`config.mk`:
```
export PLATFORM = sky130hd
export DESIGN_NAME = display_ram_diff_writer_flat
export DESIGN_NICKNAME = d
export VERILOG_FILES = /design/src/design/drw_pkg.sv /design/src/design/drw_if.sv /design/src/design/drw_diff.sv /design/src/design/drw_tok_ser.sv /design/src/design/display_ram_diff_writer.sv /design/src/flat_wrapper.sv
export SDC_FILE = /design/constraint.sdc
export NUM_CORES = 1
export LEC_CHECK = 0
export BUFFER_PORTS_ARGS = -buffer_cell sky130_fd_sc_hd__buf_2
export CAP_MARGIN = 15
export CORE_UTILIZATION = 45
export CTS_BUF_LIST = sky130_fd_sc_hd__clkbuf_8
export DETAILED_ROUTE_END_ITERATION = 16
export SETUP_SLACK_MARGIN = 0.02
export SYNTH_ARGS = -nofsm -noshare
export SYNTH_HDL_FRONTEND = slang
export SYNTH_SLANG_ARGS = --single-unit
```
`constraint.sdc`:
```
create_clock -name i_clk -period 3.6 [get_ports i_clk]
set_input_delay 0.36 -clock i_clk [delete_from_list [all_inputs] [get_ports i_clk]]
set_output_delay 0.36 -clock i_clk [all_outputs]
set_load 0.005 [all_outputs]
```
`src/design/drw_pkg.sv`:
```
`timescale 1ns / 1ps
// Package: token kinds, slot layout and the token bundle passed between the stages.
package drw_pkg;

    localparam int WORD_W  = 16;
    localparam int BYTE_W  = 8;
    localparam int KIND_W  = 2;
    localparam int WORDS_DEFAULT = 7;

    typedef logic [KIND_W-1:0] t_kind;

    localparam t_kind KIND_MODE    = 2'd0;
    localparam t_kind KIND_RELEASE = 2'd1;
    localparam t_kind KIND_ADDR    = 2'd2;
    localparam t_kind KIND_DATA    = 2'd3;

    // Fixed token slots, emitted in slot order. Mode and the opening release never coexist.
    localparam int SLOT_MODE    = 0;
    localparam int SLOT_OPEN    = 1;
    localparam int SLOT_ADDR    = 2;
    localparam int SLOT_DATA_LO = 3;
    localparam int SLOT_DATA_HI = 4;
    localparam int SLOT_CLOSE   = 5;
    localparam int SLOTS        = 6;

    typedef struct packed {
        logic [SLOTS-1:0]  mask;
        logic [BYTE_W-1:0] addr;
        logic [WORD_W-1:0] data;
    } t_tok_bundle;

    function automatic t_kind slot_kind(input logic [SLOTS-1:0] sel);
        t_kind k;
        k = KIND_RELEASE;
        if (sel[SLOT_MODE]) begin
            k = KIND_MODE;
        end else if (sel[SLOT_ADDR]) begin
            k = KIND_ADDR;
        end else if (sel[SLOT_DATA_LO] || sel[SLOT_DATA_HI]) begin
            k = KIND_DATA;
        end
        return k;
    endfunction

endpackage

```
`src/design/drw_if.sv`:
```
`timescale 1ns / 1ps
// Interfaces: request channel and token channel with valid/ready handshake.
interface drw_in_if;
    import drw_pkg::*;
    logic              valid;
    logic              ready;
    logic [WORD_W-1:0] word;
    logic [WORD_W-1:0] overlay;
    logic              frame_end;
    modport source (output valid, output word, output overlay, output frame_end, input ready);
    modport sink   (input valid, input word, input overlay, input frame_end, output ready);
endinterface

interface drw_out_if;
    import drw_pkg::*;
    logic              valid;
    logic              ready;
    t_kind             kind;
    logic [BYTE_W-1:0] value;
    logic              run_last;
    modport source (output valid, output kind, output value, output run_last, input ready);
    modport sink   (input valid, input kind, input value, input run_last, output ready);
endinterface

```
`src/design/drw_diff.sv`:
```
`timescale 1ns / 1ps
// Shadow RAM compare: builds the token bundle for one request and advances frame state.
module drw_diff
    import drw_pkg::*;
#(
    parameter int WORDS = WORDS_DEFAULT
) (
    input  logic              i_clk,
    input  logic              i_rst_n,
    input  logic              i_accept,
    input  logic [WORD_W-1:0] i_word,
    input  logic [WORD_W-1:0] i_overlay,
    input  logic              i_frame_end,
    output t_tok_bundle       o_bundle
);

    localparam int IDX_W = (WORDS > 1) ? $clog2(WORDS) : 1;
    localparam logic [IDX_W-1:0] LAST_IDX = IDX_W'(WORDS - 1);

    logic [WORD_W-1:0] r_shadow [WORDS];
    logic [IDX_W-1:0]  r_pos;
    logic [IDX_W-1:0]  r_last_wr;
    logic              r_any_wr;

    logic [WORD_W-1:0] w_merged;
    logic              w_changed;
    logic              w_adjacent;
    logic              w_end;
    logic              w_any_after;

    always_comb begin
        w_merged    = i_word | i_overlay;
        w_changed   = (w_merged != r_shadow[r_pos]);
        w_adjacent  = r_any_wr && (({1'b0, r_last_wr} + (IDX_W+1)'(1)) == {1'b0, r_pos});
        w_end       = i_frame_end || (r_pos == LAST_IDX);
        w_any_after = r_any_wr || w_changed;

        o_bundle.mask = '0;
        o_bundle.mask[SLOT_MODE]    = w_changed && !r_any_wr;
        o_bundle.mask[SLOT_OPEN]    = w_changed && r_any_wr && !w_adjacent;
        o_bundle.mask[SLOT_ADDR]    = w_changed && !w_adjacent;
        o_bundle.mask[SLOT_DATA_LO] = w_changed;
        o_bundle.mask[SLOT_DATA_HI] = w_changed;
        o_bundle.mask[SLOT_CLOSE]   = w_end && w_any_after;
        o_bundle.addr = BYTE_W'({r_pos, 1'b0});
        o_bundle.data = w_merged;
    end

    always_ff @(posedge i_clk) begin
        if (!i_rst_n) begin
            for (int i = 0; i < WORDS; i++) begin
                r_shadow[i] <= '0;
            end
            r_pos     <= '0;
            r_last_wr <= '0;
            r_any_wr  <= 1'b0;
        end else if (i_accept) begin
            if (w_changed) begin
                r_shadow[r_pos] <= w_merged;
            end
            if (w_end) begin
                r_pos     <= '0;
                r_last_wr <= '0;
                r_any_wr  <= 1'b0;
            end else begin
                r_pos    <= r_pos + IDX_W'(1);
                r_any_wr <= w_any_after;
                if (w_changed) begin
                    r_last_wr <= r_pos;
                end
            end
        end
    end

endmodule

```
`src/design/drw_tok_ser.sv`:
```
`timescale 1ns / 1ps
// Token serializer: holds one bundle and sends its tokens one per cycle in slot order while i_ready is high.
module drw_tok_ser
    import drw_pkg::*;
(
    input  logic              i_clk,
    input  logic              i_rst_n,
    input  logic              i_load,
    input  t_tok_bundle       i_bundle,
    output logic              o_free,
    output logic              o_valid,
    input  logic              i_ready,
    output t_kind             o_kind,
    output logic [BYTE_W-1:0] o_value,
    output logic              o_run_last
);

    logic [SLOTS-1:0]  r_mask;
    logic [BYTE_W-1:0] r_addr;
    logic [WORD_W-1:0] r_data;
    logic [SLOTS-1:0]  n_mask;
    logic [SLOTS-1:0]  w_sel;
    logic              w_found;
    logic              w_take;

    // Pick the lowest pending slot.
    always_comb begin
        w_sel   = '0;
        w_found = 1'b0;
        for (int i = 0; i < SLOTS; i++) begin
            if (r_mask[i] && !w_found) begin
                w_sel[i] = 1'b1;
                w_found  = 1'b1;
            end
        end
    end

    always_comb begin
        o_valid    = |r_mask;
        o_run_last = ((r_mask & ~w_sel) == '0);
        o_kind     = slot_kind(w_sel);
        o_value    = '0;
        if (w_sel[SLOT_ADDR]) begin
            o_value = r_addr;
        end else if (w_sel[SLOT_DATA_LO]) begin
            o_value = r_data[BYTE_W-1:0];
        end else if (w_sel[SLOT_DATA_HI]) begin
            o_value = r_data[WORD_W-1:BYTE_W];
        end
        w_take = o_valid && i_ready;
        o_free = !o_valid || (w_take && o_run_last);
        n_mask = w_take ? (r_mask & ~w_sel) : r_mask;
    end

    always_ff @(posedge i_clk) begin
        if (!i_rst_n) begin
            r_mask <= '0;
        end else if (i_load) begin
            r_mask <= i_bundle.mask;
        end else begin
            r_mask <= n_mask;
        end
    end

    always_ff @(posedge i_clk) begin
        if (i_load) begin
            r_addr <= i_bundle.addr;
            r_data <= i_bundle.data;
        end
    end

endmodule

```
`src/design/display_ram_diff_writer.sv`:
```
`timescale 1ns / 1ps
// Top level: display RAM difference writer, shadow compare plus token serializer.
//
//  Channel   Dir  Payload                       Meaning
//  i_req     in   word, overlay, frame_end      one display word per request, index order
//  o_tok     out  kind, value, run_last         write-mode / strobe / address / data tokens
//
// Flow: a request is compared against the shadow RAM in the cycle it is accepted and
// its tokens (0 to 5) land in the bundle register; the serializer then sends one token
// per cycle while o_tok.ready is high. A request with no token leaves it free; one with
// tokens holds off the next request until its last is taken; the token port sets the rate.
// Stalls: a request is taken when the serializer is empty or its last token is accepted.
// Reset: synchronous, clears the shadow RAM, frame position and the pending tokens.
module display_ram_diff_writer
    import drw_pkg::*;
#(
    parameter int WORDS = WORDS_DEFAULT
) (
    input  logic       i_clk,
    input  logic       i_rst_n,
    drw_in_if.sink     i_req,
    drw_out_if.source  o_tok
);

    t_tok_bundle w_bundle;
    logic        w_accept;
    logic        w_free;
    logic        w_load;

    // Accept whenever the serializer is empty or just sending its last token.
    assign i_req.ready = w_free;
    assign w_accept    = i_req.valid && w_free;
    // Load only requests that produce tokens; quiet requests just advance state.
    assign w_load      = w_accept && (|w_bundle.mask);

    drw_diff #(
        .WORDS (WORDS)
    ) u_diff (
        .i_clk       (i_clk),
        .i_rst_n     (i_rst_n),
        .i_accept    (w_accept),
        .i_word      (i_req.word),
        .i_overlay   (i_req.overlay),
        .i_frame_end (i_req.frame_end),
        .o_bundle    (w_bundle)
    );

    drw_tok_ser u_ser (
        .i_clk      (i_clk),
        .i_rst_n    (i_rst_n),
        .i_load     (w_load),
        .i_bundle   (w_bundle),
        .o_free     (w_free),
        .o_valid    (o_tok.valid),
        .i_ready    (o_tok.ready),
        .o_kind     (o_tok.kind),
        .o_value    (o_tok.value),
        .o_run_last (o_tok.run_last)
    );

`ifndef SYNTHESIS
    // Hold off requests while tokens other than the last are pending.
    a_ready_only_on_last: assert property (@(posedge i_clk) disable iff (!i_rst_n)
        (i_req.ready && o_tok.valid) |-> (o_tok.ready && o_tok.run_last))
        else $error("request taken while tokens still pending");

    // The write-mode command never ends a request; in the design an address token follows it.
    a_mode_not_last: assert property (@(posedge i_clk) disable iff (!i_rst_n)
        (o_tok.valid && o_tok.kind == KIND_MODE) |-> !o_tok.run_last)
        else $error("write-mode command ended a request");

    // An address token is always followed by data.
    a_addr_then_data: assert property (@(posedge i_clk) disable iff (!i_rst_n)
        (o_tok.valid && o_tok.ready && o_tok.kind == KIND_ADDR) |=>
        (o_tok.valid && o_tok.kind == KIND_DATA))
        else $error("address token not followed by data");

    // Reset drops all pending tokens.
    a_reset_empty: assert property (@(posedge i_clk)
        !i_rst_n |=> !o_tok.valid)
        else $error("tokens pending after reset");
`endif

endmodule

```
`src/flat_wrapper.sv`:
```
// flat-port wrapper written by rule: the top's interface ports become plain ports
module display_ram_diff_writer_flat import drw_pkg::*;
#(
    parameter int WORDS = WORDS_DEFAULT
)
  (i_clk, i_rst_n, i_req_valid, i_req_word, i_req_overlay, i_req_frame_end, i_req_ready, o_tok_valid, o_tok_kind, o_tok_value, o_tok_run_last, o_tok_ready);
  drw_in_if i_req_i ();
  drw_out_if o_tok_i ();
  input  logic i_clk;
  input  logic i_rst_n;
  input wire logic [$bits(i_req_i.valid)-1:0] i_req_valid;
  input wire logic [$bits(i_req_i.word)-1:0] i_req_word;
  input wire logic [$bits(i_req_i.overlay)-1:0] i_req_overlay;
  input wire logic [$bits(i_req_i.frame_end)-1:0] i_req_frame_end;
  output wire logic [$bits(i_req_i.ready)-1:0] i_req_ready;
  output wire logic [$bits(o_tok_i.valid)-1:0] o_tok_valid;
  output wire logic [$bits(o_tok_i.kind)-1:0] o_tok_kind;
  output wire logic [$bits(o_tok_i.value)-1:0] o_tok_value;
  output wire logic [$bits(o_tok_i.run_last)-1:0] o_tok_run_last;
  input wire logic [$bits(o_tok_i.ready)-1:0] o_tok_ready;
  assign i_req_i.valid = i_req_valid;
  assign i_req_i.word = i_req_word;
  assign i_req_i.overlay = i_req_overlay;
  assign i_req_i.frame_end = i_req_frame_end;
  assign i_req_ready = i_req_i.ready;
  assign o_tok_valid = o_tok_i.valid;
  assign o_tok_kind = o_tok_i.kind;
  assign o_tok_value = o_tok_i.value;
  assign o_tok_run_last = o_tok_i.run_last;
  assign o_tok_i.ready = o_tok_ready;
  display_ram_diff_writer #(.WORDS(WORDS)) u_core (.i_clk(i_clk), .i_rst_n(i_rst_n), .i_req(i_req_i), .o_tok(o_tok_i));
endmodule
```
==> impl_metrics.env, run 1 <==
export IMPL_worstMarginPinSlew_ns=0.818
export IMPL_pwr_share_comb_pct=20.3
export IMPL_cts_num_sinks=163
export IMPL_syn_nets=674
export IMPL_crit_type="reg2reg"
export IMPL_p_int_uw=3170
export IMPL_routed_wl_mm=20.7
export IMPL_clock_skew_ns=0.0156
export IMPL_hold_viol=0
export IMPL_clockBufferDepth=2
export IMPL_synth_edf_count=131
export IMPL_drv_cap=0
export IMPL_drt_first_pass_iters=5
export IMPL_path_clk_slew_ns=0.09
export IMPL_leakage_uw=0.00326
export IMPL_finalPower_uw=4480
export IMPL_path_delay_family="compound AO/OA/AOI/OAI gates"
export IMPL_status="complete, no violations"
export IMPL_grt_setup_unrepaired="no"
export IMPL_avgRoutedWirePerCell_microns=22.2
export IMPL_cp_common_cell="buf_4"
export IMPL_worstPathRequired_ns=3.77
export IMPL_synth_distinct_cells=51
export IMPL_cp_start_kind="flop"
export IMPL_seq_area_frac_synth_pct=59.0
export IMPL_io_buffers=49
export IMPL_path_buf_inv=3
export IMPL_setup_tns_ns=0
export IMPL_syn2layout_area_growth_pct=14.7
export IMPL_vias=5482
export IMPL_fin_crit_ns=3.41
export IMPL_antenna_found_initial=0
export IMPL_cts_buffers=17
export IMPL_cp_data_arrival_time_ns=3.58
export IMPL_final_nets=739
export IMPL_core_area_sq_um=16700
export IMPL_place_congestion=0.886
export IMPL_syn_avg_cell_area_sq_um=12.2
export IMPL_timing_fmax_ghz=0.293
export IMPL_pwr_share_seq_pct=50.4
export IMPL_h_tree_depth=4
export IMPL_die_h_microns=133
export IMPL_slew_headroom_pct=45.2
export IMPL_crit_slowest_cell="a2111oi_2"
export IMPL_post_cts_buffers=0
export IMPL_crit_fanout=21
export IMPL_grtUsageTotal_pct=24.7
export IMPL_die_w_microns=133
export IMPL_drive_above_1_share_pct=22.5
export IMPL_min_path_type="in2reg"
export IMPL_start_util_pct=46.4
export IMPL_synth_flop_cell="edfxtp_1"
export IMPL_syn_cell_area_sq_um=7750
export IMPL_ios=50
export IMPL_swShare_pct=29.3
export IMPL_setup_viol=0
export IMPL_async_flop_share_pct=0
export IMPL_hold_buffers=0
export IMPL_p_clk_share_pct=29.3
export IMPL_ys_seq_elements=163
export IMPL_switchingPower_uw=1310
export IMPL_crit_chain="buf_12 -> mux2i_1 -> a22o_1 -> or3_1 -> a2111oi_2 -> nand4_4 -> buf_4 -> buf_4 -> nor2_1 -> a21oi_4"
export IMPL_p_per_area_nw_per_um2=503
export IMPL_post_cts_resize_count=0
export IMPL_viasPerCell=5.88
export IMPL_vdd_ir_drop_max_v=0.000230
export IMPL_syn_instance_count=634
export IMPL_dieArea_sq_um=17800
export IMPL_synth_warnings=0
export IMPL_drv_slew=0
export IMPL_grt_remaining_overflow=0
export IMPL_drc_errors=0
export IMPL_ctsRootBufferMaster="clkbuf_8"
export IMPL_dp_hpwl_mm=14.4
export IMPL_antenna_cells=0
export IMPL_grt_pass1_wl_mm=31.9
export IMPL_grt_pass1_vias=5438
export IMPL_clk_latency_ns=0.47
export IMPL_cts_tree="yes"
export IMPL_grt_max_degree=44
export IMPL_crit_path_max_incr_delay_ns=0.56
export IMPL_worstSetupEndpointType="flop"
export IMPL_drt_iter0_drc=456
export IMPL_period_share_pct=94.8
export IMPL_drt_antenna_violating_nets=0
export IMPL_rows=47
-- tightest hold or removal path, cell delays in order --
cell,delay (ns)
buf_2,0.12
nand2_1,0.05
nand3_1,0.07
o21ai_1,0.06
-- power groups by stage --
stage / Combinational [uW] / Sequential [uW] / Clock [uW]
2_1_floorplan: 603 / 2270 / 0
3_3_place_gp: 886 / 2300 / 0
3_5_place_dp: 901 / 2300 / 0
4_1_cts: 904 / 2260 / 1330
5_1_grt: 977 / 2270 / 1400
6_report: 907 / 2260 / 1310
-- cells in the mapped netlist (2+ instances only) --
cell | number | area (sq um)
a21o_1 | 2 | 15.0
nor2_1 | 51 | 191
a21oi_1 | 13 | 65.1
o211ai_1 | 15 | 113
buf_8 | 2 | 30.0
o21ai_0 | 13 | 65.1
nand3_1 | 13 | 65.1
dfxtp_1 | 32 | 641
inv_1 | 33 | 124
xnor2_1 | 10 | 87.6
buf_6 | 2 | 22.5
nor2b_1 | 2 | 12.5
a2111oi_2 | 3 | 45.0
a22o_1 | 9 | 78.8
nor4_1 | 37 | 231
ha_1 | 3 | 37.5
mux2i_1 | 48 | 480
buf_2 | 12 | 60.1
mux2_2 | 3 | 33.8
mux2_1 | 5 | 56.3
buf_4 | 3 | 22.5
nand4_4 | 2 | 42.5
and3_1 | 5 | 31.3
or3_1 | 6 | 37.5
and2_1 | 5 | 31.3
a22oi_1 | 8 | 60.1
clkbuf_1 | 27 | 101
a222oi_1 | 3 | 30.0
mux4_2 | 16 | 360
edfxtp_1 | 131 | 3930
o21ai_1 | 3 | 15.0
nand2b_1 | 2 | 12.5
nand2_1 | 48 | 180
nor3_1 | 37 | 185
o31ai_1 | 7 | 52.6
o22ai_1 | 4 | 25.0
a31oi_1 | 2 | 12.5
maj3_1 | 2 | 20.0
buf_1 | 3 | 11.3
-- per-stage QoR --
step / utilization (%) / setup slack (ns) / instance area [sq um] / hold WS (ns) / cells
2_1_floorplan: - / 0.0402 / 7780 / 0.406 / 634
3_3_place_gp: 50.8 / 0.218 / 8490 / 0.441 / 900
3_5_place_dp: 50.8 / 0.102 / 8490 / 0.453 / 900
4_1_cts: 53.1 / 0.0892 / 8870 / 0.219 / 932
5_1_grt: 53.3 / 0.0520 / 8890 / 0.259 / 932
6_report: 53.3 / 0.188 / 8890 / 0.245 / 932
-- layer usage --
metal	routed length, microns	GRT usage, %	part of all wire, %
met5	0	0	0
met4	550	9.34	2.7
met3	1040	4.68	5.0
met2	10500	42.0	51
met1	8610	31.3	42
-- placed cells by master (no fill, tap or decap), types with 8 or more instances in the layout --
cell | netlist | final
edfxtp_1 | 131 | 131
nor2_1 | 51 | 51
buf_2 | 12 | 49
mux2i_1 | 48 | 48
nand2_1 | 48 | 48
buf_4 | 3 | 40
nor4_1 | 37 | 37
nor3_1 | 37 | 36
inv_1 | 33 | 35
dfxtp_1 | 32 | 31
clkbuf_8 | 0 | 18
mux4_2 | 16 | 16
o211ai_1 | 15 | 15
nand3_1 | 13 | 13
a21oi_1 | 13 | 12
o21ai_0 | 13 | 11
xnor2_1 | 10 | 10
a22o_1 | 9 | 9
a22oi_1 | 8 | 8
-- sequential cells by signal (all words and copies together) (netlist names), named ones only --
name	flops
u_core.u_diff.r_shadow	128
u_core.u_ser.r_addr	3
u_core.u_diff.r_pos	3
u_core.u_diff.r_last_wr	3
u_core.u_ser.r_data	16
u_core.u_diff.r_any_wr	1
u_core.u_ser.r_mask	6
-- layout make-up --
type	count	area, sq um
repair buffers	95	666
well taps	220	275
flip-flops and latches	163	4580
clock inverters	14	136
multi-input cells	388	2870
inverters	34	128
clock buffers	18	248
fillers	1475	7810
-- kinds of logic (layout without fill, tap and decap cells) --
kind of cell	after synthesis	count (layout)	synth area share [%]
compound gates	90	90	8.81
xor+xnor	11	11	1.24
fa+ha+maj	5	5	0.742
buf+inv	83	161	4.84
flops	163	163	59.0
mux	72	72	12.0
simple gates	210	210	13.4
-- final timing paths --
check | from | to | slack (ns) | depth (start not counted)
worst max-delay path | flop | u_core.u_ser.r_data[7] | 0.19 | 10
worst min-delay path | o_tok_ready | u_core.u_ser.r_mask[2] | 0.24 | 4
worst max register to register | flop | u_core.u_ser.r_data[7] | 0.19 | 10
worst min register to register | u_core.u_diff.r_shadow[6][7] | u_core.u_diff.r_shadow[6][7] | 0.46 | 2
(Power assumes the default switching activity.)
==> run 2: changes to the inputs <==
- clock period: 3.6 -> 3.5 ns (I/O delays scaled with it)
==> run 2 against run 1 <==
  * Sequential share of layout area rose by 0.17 points
  * Critical path depth did not move
  * Register-to-register slack lost 0.03 ns
  * Worst hold slack got worse by 0.0074 ns
  * Design area is 0.32% lower
  * Wire length is 1.8% higher
  * Largest power group unchanged
==> impl_metrics.env, run 2 (same netlist as run 1, synthesis figures left out) <==
export IMPL_finalHoldWorstSlack_ns=0.238
export IMPL_place_congestion=0.873
export IMPL_crit_type="reg2reg"
export IMPL_rows=47
export IMPL_drt_iter0_drc=476
export IMPL_placed_cells=895
export IMPL_vias=5545
export IMPL_grt_remaining_overflow=0
export IMPL_reg2reg_slack_ns=0.15
export IMPL_reg_top3="u_core.u_diff.r_shadow x128, u_core.u_ser.r_data x16, u_core.u_ser.r_mask x6"
export IMPL_fin_util_pct=53.1
export IMPL_vdd_ir_drop_max_v=0.000272
export IMPL_place_area_sq_um=8410
export IMPL_start_util_pct=46.4
export IMPL_slew_headroom_pct=34.8
export IMPL_switchingPower_uw=1330
export IMPL_p_per_area_nw_per_um2=534
export IMPL_antenna_found_initial=0
export IMPL_grtUsageTotal_pct=25.3
export IMPL_status="complete, no violations"
export IMPL_swShare_pct=28.0
export IMPL_avgRoutedWirePerCell_microns=22.7
export IMPL_drt_antenna_violating_nets=0
export IMPL_p_clk_share_pct=31.5
export IMPL_dp_hpwl_mm=14.5
export IMPL_hold_viol=0
export IMPL_pwr_share_seq_pct=49.1
export IMPL_drc_errors=0
export IMPL_fin_crit_ns=3.35
export IMPL_period_share_pct=95.6
export IMPL_final_nets=735
export IMPL_final_cell_mix="edfxtp_1 (131), nor2_1 (51), buf_2 (49), mux2i_1 (48), nand2_1 (48)"
export IMPL_r2r_end="u_core.u_diff.r_shadow[7][15]"
export IMPL_endpoint="u_core.u_diff.r_shadow[7][15]"
export IMPL_crit_fanout=16
export IMPL_syn2layout_area_growth_pct=14.3
export IMPL_ctsRootBufferMaster="clkbuf_8"
export IMPL_largest_reg_flops=128
export IMPL_cp_start_kind="flop"
export IMPL_path_clk_slew_ns=0.08
export IMPL_pwr_share_comb_pct=19.5
export IMPL_core_area_sq_um=16700
export IMPL_cp_data_arrival_time_ns=3.53
export IMPL_drive_above_1_share_pct=22.3
export IMPL_cts_buffers=17
export IMPL_worstMarginPinSlew_ns=0.978
export IMPL_worstPathRequired_ns=3.69
export IMPL_clk_latency_ns=0.47
export IMPL_routed_wl_mm=21.1
export IMPL_finalPower_uw=4730
export IMPL_final_cells=928
export IMPL_dieArea_sq_um=17800
export IMPL_grt_max_degree=44
export IMPL_clock_skew_ns=0.0170
export IMPL_setup_viol=0
export IMPL_final_area_sq_um=8860
export IMPL_clockBufferDepth=2
export IMPL_p_int_uw=3400
export IMPL_worstSetupEndpointType="flop"
export IMPL_grt_pass1_vias=5670
export IMPL_min_path_type="in2reg"
export IMPL_whs_path_depth=4
export IMPL_antenna_cells=0
export IMPL_leakage_uw=0.00326
export IMPL_die_h_microns=133
export IMPL_grt_pass1_wl_mm=33.0
export IMPL_cts_num_sinks=163
export IMPL_io_buffers=49
export IMPL_final_common_cell="edfxtp_1"
export IMPL_drv_slew=0
export IMPL_ios=50
export IMPL_cts_tree="yes"
export IMPL_die_w_microns=133
export IMPL_drv_cap=0
export IMPL_viasPerCell=5.98
export IMPL_drt_first_pass_iters=5
export IMPL_regMostFlops="u_core.u_diff.r_shadow"
export IMPL_h_tree_depth=4
export IMPL_rr_worst_depth=10
export IMPL_grt_setup_unrepaired="no"
export IMPL_timing_fmax_ghz=0.299
## run 2: how the worst min path moves through the flow
stage	startpoint	to
global route	i_req_frame_end	flop
global placement	u_core.u_diff.r_shadow[6][3]	u_core.u_diff.r_shadow[6][3]
CTS	i_req_frame_end	u_core.u_diff.r_pos[2]
finish	i_req_frame_end	u_core.u_diff.r_pos[2]
floorplan	u_core.u_diff.r_pos[2]	u_core.u_ser.r_addr[3]
detailed placement	u_core.u_diff.r_shadow[6][1]	u_core.u_diff.r_shadow[6][1]
## run 2: metal layers
layer	vias to the layer above	wire, microns	global-route usage [%]
met5	-	0	0
met4	0	532	9.15
met3	35	1200	5.14
met2	202	10400	41.1
met1	2791	8960	33.5
li1	2517	-	-
## run 2: final cells by class
type	instances	area [sq um]
clock buffer	19	262
sequential	163	4580
fill	1462	7840
tap	220	275
timing repair buffer	91	602
inverter	34	128
clock inverter	13	169
multi-input combinational	388	2850
## run 2: what timing repair did
action / 4_1_cts / 5_1_grt
endpoints found under the hold margin: 0 / 0
hold buffers: 0 / 0
setup endpoints to repair: 0 / 181
buffers inserted: 0 / 1
gates resized for setup: 0 / 3
## run 2: stage by stage
| step | setup slack (ns) | setup TNS [ns] |
|---|---|---|
| 2_1_floorplan | -0.0598 | -1.91 |
| 3_3_place_gp | 0.219 | 0 |
| 3_5_place_dp | 0.163 | 0 |
| 4_1_cts | 0.140 | 0 |
| 5_1_grt | 0.0258 | 0 |
| 6_report | 0.154 | 0 |
## run 2: worst max-delay path, stage by stage, from the launching register on
cell       delay (ns)
dfxtp_1          0.50
buf_4            0.27
nand2_1          0.19
o22ai_1          0.33
o21ai_0          0.17
a2111oi_2        0.44
nand4_4          0.30
buf_4            0.28
o21ai_2          0.21
buf_4            0.28
nor2_1           0.08
## run 2: power by group through the flow
stage	clock network (uW)	registers [uW]	logic, uW
6_report	1490	2320	921
5_1_grt	1570	2340	997
4_1_cts	1510	2320	916
3_5_place_dp	0	2360	913
3_3_place_gp	0	2360	900
2_1_floorplan	0	2330	622
